===== config.mk =====
export PLATFORM = sky130hd
export DESIGN_NAME = ddo_div
export DESIGN_NICKNAME = d
export VERILOG_FILES = /design/src/rtl/ddo_pkg.sv /design/src/rtl/ddo_div.sv
export SDC_FILE = /design/constraint.sdc
export NUM_CORES = 1
export LEC_CHECK = 0
export ABC_AREA = 1
export BUFFER_PORTS_ARGS = -buffer_cell sky130_fd_sc_hd__buf_2
export CAP_MARGIN = 15
export CORE_MARGIN = 5
export CORE_UTILIZATION = 25
export DETAILED_ROUTE_END_ITERATION = 8
export PLACE_DENSITY = 0.44
export SLEW_MARGIN = 20
export SYNTH_ARGS = -nofsm -noshare
export SYNTH_HDL_FRONTEND = slang
export SYNTH_SLANG_ARGS = --single-unit
export TNS_END_PERCENT = 50

===== constraint.sdc =====
create_clock -name clk_i -period 5.8 [get_ports clk_i]
set_clock_uncertainty 0.2 [all_clocks]
set_input_delay 0.58 -clock clk_i [delete_from_list [all_inputs] [get_ports clk_i]]
set_output_delay 0.58 -clock clk_i [all_outputs]
set_load 0.005 [all_outputs]

===== src/rtl/ddo_pkg.sv =====
// Shared types, constants and the arctangent table for the odometry block.
`default_nettype none
package ddo_pkg;

  localparam int unsigned DivW = 68;
  localparam int unsigned DvsW = 21;
  localparam logic signed [33:0] CordicK = 34'sd652032875;
  localparam logic signed [33:0] QuarterTurn = 34'sd1073741824;
  localparam logic [19:0] MicrosPerS = 20'd1000000;

  typedef struct packed {
    logic busy;
    logic done;
  } unit_stat_t;

  function automatic logic [29:0] atan_bam(input logic [4:0] idx);
    logic [29:0] v;
    case (idx)
      5'd0: v = 30'd536870912;
      5'd1: v = 30'd316933406;
      5'd2: v = 30'd167458907;
      5'd3: v = 30'd85004756;
      5'd4: v = 30'd42667331;
      5'd5: v = 30'd21354465;
      5'd6: v = 30'd10679838;
      5'd7: v = 30'd5340245;
      5'd8: v = 30'd2670163;
      5'd9: v = 30'd1335087;
      5'd10: v = 30'd667544;
      5'd11: v = 30'd333772;
      5'd12: v = 30'd166886;
      5'd13: v = 30'd83443;
      5'd14: v = 30'd41722;
      5'd15: v = 30'd20861;
      5'd16: v = 30'd10430;
      5'd17: v = 30'd5215;
      5'd18: v = 30'd2608;
      5'd19: v = 30'd1304;
      5'd20: v = 30'd652;
      5'd21: v = 30'd326;
      5'd22: v = 30'd163;
      5'd23: v = 30'd81;
      5'd24: v = 30'd41;
      5'd25: v = 30'd20;
      5'd26: v = 30'd10;
      5'd27: v = 30'd5;
      5'd28: v = 30'd3;
      5'd29: v = 30'd1;
      5'd30: v = 30'd1;
      default: v = 30'd0;
    endcase
    return v;
  endfunction

endpackage
`default_nettype wire


===== src/rtl/ddo_div.sv =====
// Restoring divider, one quotient bit per cycle.
`default_nettype none
module ddo_div (
  input  wire logic                         clk_i,
  input  wire logic                         rst_ni,
  input  wire logic                         start_i,
  input  wire logic [ddo_pkg::DivW-1:0]     dividend_i,
  input  wire logic [ddo_pkg::DvsW-1:0]     divisor_i,
  output ddo_pkg::unit_stat_t               stat_o,
  output logic [ddo_pkg::DivW-1:0]          quot_o
);

  logic [ddo_pkg::DivW-1:0] quot_q;
  logic [ddo_pkg::DvsW-1:0] rem_q, dvs_q;
  logic [6:0]               cnt_q;
  logic                     busy_q, done_q;
  logic [ddo_pkg::DvsW:0]   trial;
  logic                     fits;

  assign trial = {rem_q, quot_q[ddo_pkg::DivW-1]};
  assign fits  = trial >= {1'b0, dvs_q};

  always_ff @(posedge clk_i or negedge rst_ni) begin
    if (!rst_ni) begin
      busy_q <= 1'b0;
      done_q <= 1'b0;
      cnt_q  <= '0;
    end else begin
      done_q <= 1'b0;
      if (start_i) begin
        busy_q <= 1'b1;
        cnt_q  <= '0;
      end else if (busy_q) begin
        cnt_q <= cnt_q + 7'd1;
        if (cnt_q == 7'(ddo_pkg::DivW - 1)) begin
          busy_q <= 1'b0;
          done_q <= 1'b1;
        end
      end
    end
  end

  always_ff @(posedge clk_i) begin
    if (start_i) begin
      quot_q <= dividend_i;
      rem_q  <= '0;
      dvs_q  <= divisor_i;
    end else if (busy_q) begin
      rem_q  <= fits ? (trial[ddo_pkg::DvsW-1:0] - dvs_q) : trial[ddo_pkg::DvsW-1:0];
      quot_q <= {quot_q[ddo_pkg::DivW-2:0], fits};
    end
  end

  assign stat_o = '{busy: busy_q, done: done_q};
  assign quot_o = quot_q;

endmodule
`default_nettype wire


==> Word level (Yosys, flattened, before mapping) <==
Index checks and enable logic that the tools add are counted.
{ "word_totals": {"ff_bits": 119, "latch_bits": 0, "input_bits": 92, "memories": 0, "out_inout_bits": 70, "rom_bits": 0, "ram_bits": 0, "wordCells": 22} }
{ "classes": {"n_bitwise": 0, "magnitude_cmp": 1, "shifts": 0, "n_eq_ne": 1, "div_mod_pow": 0, "add_sub_neg": 2, "multipliers": 0, "mux": 11, "n_reduce_logical": 1} }
{ "op_table": {"columns": ["cell", "n"], "rows": [
  ["2-to-1 mux 68 bit", 2],
  [">= comparator 22 x 21 -> 1 bit", 1],
  ["2-to-1 mux 21 bit", 1],
  ["subtractor 21 bit", 1],
  ["2-to-1 mux 7 bit", 2],
  ["adder 7 x 1 -> 7 bit, second input constant", 1],
  ["equality test 7 bit, second input constant", 1],
  ["2-to-1 mux 1 bit", 6],
  ["nonzero test 2 bit", 1]
]} }

==> Longest topological paths before layout <==
{ "logic_depth": {"depth_word": 4, "mapped_depth": 16, "mapped_depth_nobuf": 16} }

==> Worst setup path after synthesis <==
OpenSTA, ideal clock, no wires.
{ "synth_path": {"kind": "input to register", "from": "in start_i", "to": "reg quot_q (netlist bit quot_o[0]), enable pin", "setup_ns": 0.461, "path_buffers": 2, "path_slack_ns": 2.082, "stages": 4, "arrival_time_ns": 3.057, "path_cell_list": "clkbuf_1 -> nor2_1 -> inv_1 -> clkbuf_1"} }
{ "synth_between": {"elab_chain_cells": 1} }
{ "synth_rtl": {"columns": ["element", "line", "rtl"], "rows": [
  ["start, declared", "ddo_div.sv:6", "input wire logic start_i,"],
  ["nonzero test 2 bit (no source line)", null, null],
  ["end signal, assigned", "ddo_div.sv:45", "quot_q <= dividend_i;"],
  ["end signal, assigned", "ddo_div.sv:50", "quot_q <= {quot_q[ddo_pkg::DivW-2:0], fits};"],
  ["end, declared", "ddo_div.sv:13", "logic [ddo_pkg::DivW-1:0] quot_q;"]
]} }
No other way between the ends.
A chain may end at the register's enable or synchronous reset.

==> Worst setup path after layout <==
{ "layout_path": {"from": "reg quot_q (netlist bit quot_o[67])", "to": "reg rem_q[14] (netlist name)"} }
{ "layout_between": {"elab_chain_cells": 2, "word_cells_on_any_way": 3, "cone_classes": "add/sub (1); order compare (1); mux (1)"} }
{ "layout_rtl": {"columns": ["element", "line", "rtl"], "rows": [
  ["subtractor 21 bit or >= comparator 22 x 21 -> 1 bit (tied branches)", "ddo_div.sv:49, ddo_div.sv:21", null],
  ["2-to-1 mux 21 bit (*)", "ddo_div.sv:49", "rem_q <= fits ? (trial[ddo_pkg::DvsW-1:0] - dvs_q) : trial[ddo_pkg::DvsW-1:0];"],
  ["end signal, assigned", "ddo_div.sv:49", null],
  ["end, declared", "ddo_div.sv:14", "logic [ddo_pkg::DvsW-1:0] rem_q, dvs_q;"]
]} }
Every way passes the cells marked *; elsewhere a longest branch is shown, timed or not.

==> reports/summary.txt <==
Outcome - finished clean
Relative slew margins - 0.398
Predominant post-synthesis flop cell - edfxtp_1
Die H - 171 um
Antenna-violating nets left - 0
Area fraction in and, or, nand and nor cells after synthesis - 0.316
CTS H-tree lvls - 4
Gr ovfl total - 0
Crit path launch type - flop
Final hold violations - 0
Vias in the first global route - 5711
Vias/cell - 4.22
Fin crit share - 0.485
Num CTS Buffers - 17
Rows - 59
Final setup vio count - 0
DIE WIDTH - 171 um
Die ar. - 29200 um^2
Achievable Freq - 355 MHz
Ratio of cells with drive above 1 in the final layout - 0.235
Netlist cell types - 38
Maxcap violations - 0
Post-cts resize count - 0
WL final - 18400 um
Worst EP required - 5.94 ns
Number of synthesized flops with an enable pin - 89
Number of top-level pins - 162
CP Class - flop to flop
Largest net degree at the start of global routing - 61
Fin crit period - 2.81 ns
Largest area contributor in the netlist - edfxtp_1
Synth Register Bits - 119
Synth top area cells - edfxtp_1, nand2_1, dfxtp_1
Mapped Cells - 795
Worst slew pin tran - 0.902 ns
Hold slack - 0.137 ns
1st-pass router iterations - 4
Via count - 5499
Critical path fanouts, max - 23
# fillers - 2754
Hold Path Class - input port to flop
Gpl congestion - 0.813
Area share of the largest cell type after synthesis - 0.413
Worst path arrival time - 2.96 ns
Post-Synth XOR/XNOR Area - 0.0122
Dpl cells - 1269
Mapped Area - 6480 um^2
Initial Util - 0.251
Compound-cell area share of the yosys netlist - 0.0338
Peak VDD IR - 0.000184 V
Antenna cell count - 0
Synth warn - 0
Overall Power - 3320 uW
Mux contribution to synthesized area - 0
Post-DP HPWL - 13400 um
DRC - 0
Synth Area in Adders - 0.0456
WL/cell - 14.1 um
Power density over the cells - 408 nW/um^2
IO buf count - 161
Mean Syn Cell Area - 8.15 um^2
Syn-to-layout area delta - 25.7%
Overall Global Routing Usage - 0.130
Clock root buffer master - clkbuf_16
Reg clk slew, reported paths - 0.06 ns
CP endpoint kind - flop
Reg area - 3320 um^2
Clk buf depth - 2
Setup TNS - 0 ns
Post-synth ARST share - 0.0756
Main combinational cell family by area after synthesis - simple AND/OR/NAND/NOR gates
Fin cells - 1302
Number of clock sinks - 119
Initial DRC Count - 262
Pins Over Slew Limit - 0
Mapped Nets - 910
RSZ-0062 raised after global routing - no
Area of the multi-input gates - 2640 um^2
TritonCTS clock tree - yes
First-pass GRT wire length - 30200 um
Finished layout cell area - 8140 um^2
Final nets - 1069
Sequential fraction of the synthesis area - 0.512
Lkg Pwr - 0.00415 uW
Worst-Skew Late Latency - 0.42 ns
Core Region - 25800 um^2
Initial antenna violation count - 1
Cell Area, Placed - 7590 um^2
stage by stage:
step	utilization	setup WS, ns
after detailed placement	0.295	2.95
after CTS	0.316	2.97
after floorplan	-	2.08
after global routing	0.316	2.70
final	0.316	2.99
after global placement	0.295	2.97
cells in the final DEF (no fill, tap or decap), drive strengths merged:
master	instances
a21oi	17
a22o	1
a31oi	2
and2	2
buf	167
clkbuf	18
clkinv	3
clkinvlp	4
dfrtp	9
dfxtp	21
dlygate4sd3	1
edfxtp	89
fa	1
ha	22
inv	103
nand2	365
nand3	50
nand3b	12
nand4	5
nor2	35
nor3	8
nor4	2
o21a	1
o21ai	18
o21bai	1
or2	1
xnor2	8
xor2	1
area by class of cell:
class                           count  share of cell area
Sequential cell                   119               0.407
Multi-Input combinational cell    552               0.324
Timing Repair Buffer              168               0.106
Clock buffer                       18              0.0527
Tap cell                          335              0.0515
Inverter                           96              0.0444
Clock inverter                     14              0.0141
per-layer routing:
layer / share of wire / vias to the layer above / track usage
li1: - / 2852 / -
met1: 0.50 / 2485 / 0.182
met2: 0.43 / 144 / 0.195
met3: 0.061 / 16 / 0.0427
met4: 0.0097 / 2 / 0.0313
met5: 0.0011 / - / 0
report_power, final:
group | internal, uW | total, uW | switching, uW
Clock | 558 | 999 | 441
Combinational | 451 | 1190 | 739
Sequential | 1050 | 1130 | 78.8
Total | 2060 | 3320 | 1260
cell families (layout without fill, tap and decap cells):
family | after synthesis | count (layout)
and+or+nand+nor | 480 | 480
buffers and inverters | 124 | 296
DFF | 119 | 119
AOI/OAI and AO/OA | 40 | 40
xor gates and xnor gates | 9 | 9
adders and majority gates | 23 | 23
state kept, by name, summed over array words and instances (netlist names):
name	flops
busy_q	1
cnt_q	7
done_q	1
dvs_q	21
quot_o	68
rem_q	21
repair_timing:
item / CTS / global route
endpoints found under the hold margin: 9 / 0
buffers inserted: 0 / 0
hold buffers: 1 / 0
worst paths after layout:
kind                       slack [ns]                      to  depth (start not counted)                    from
setup / recovery                 2.99  rem_q[14]$_SDFFE_PP0P_                         15    quot_o[67]$_DFFE_PP_
hold / removal                   0.14      dvs_q[4]$_DFFE_PP_                          1            divisor_i[4]
setup reg to reg                 2.99  rem_q[14]$_SDFFE_PP0P_                         15    quot_o[67]$_DFFE_PP_
hold reg to reg                  0.27  rem_q[13]$_SDFFE_PP0P_                          2  rem_q[13]$_SDFFE_PP0P_
max in group asynchronous        4.83        done_q$_DFF_PN0_                          2                  rst_ni
min in group asynchronous        0.38    cnt_q[4]$_DFFE_PN0P_                          2                  rst_ni
synthesized netlist by cell type (5+ instances only):
cell type and count:
nand2_1 356, inv_1 94, edfxtp_1 89, nand3_1 40
nor2_1 32, ha_1 22, dfxtp_1 21, clkbuf_1 18
a21oi_1 16, nand3b_1 12, o21ai_1 11, nand3_2 10
dfrtp_1 9, xnor2_1 8, nand2_2 7, nor3_1 7
o21ai_0 6, nand4_1 5
worst max-delay path: stages, from the launching register on:
cell      delay, ns
edfxtp_1       0.39
inv_1          0.09
ha_1           0.14
inv_1          0.07
fa_1           0.41
nand2_1        0.10
nand2_2        0.07
nand3_2        0.07
nand2_2        0.07
nand2_1        0.13
nand2_2        0.09
nand2_4        0.28
nand2_4        0.28
nand2_1        0.16
nand3_1        0.07
o21ai_1        0.11
Note: power is estimated with default switching activity, not from simulation.
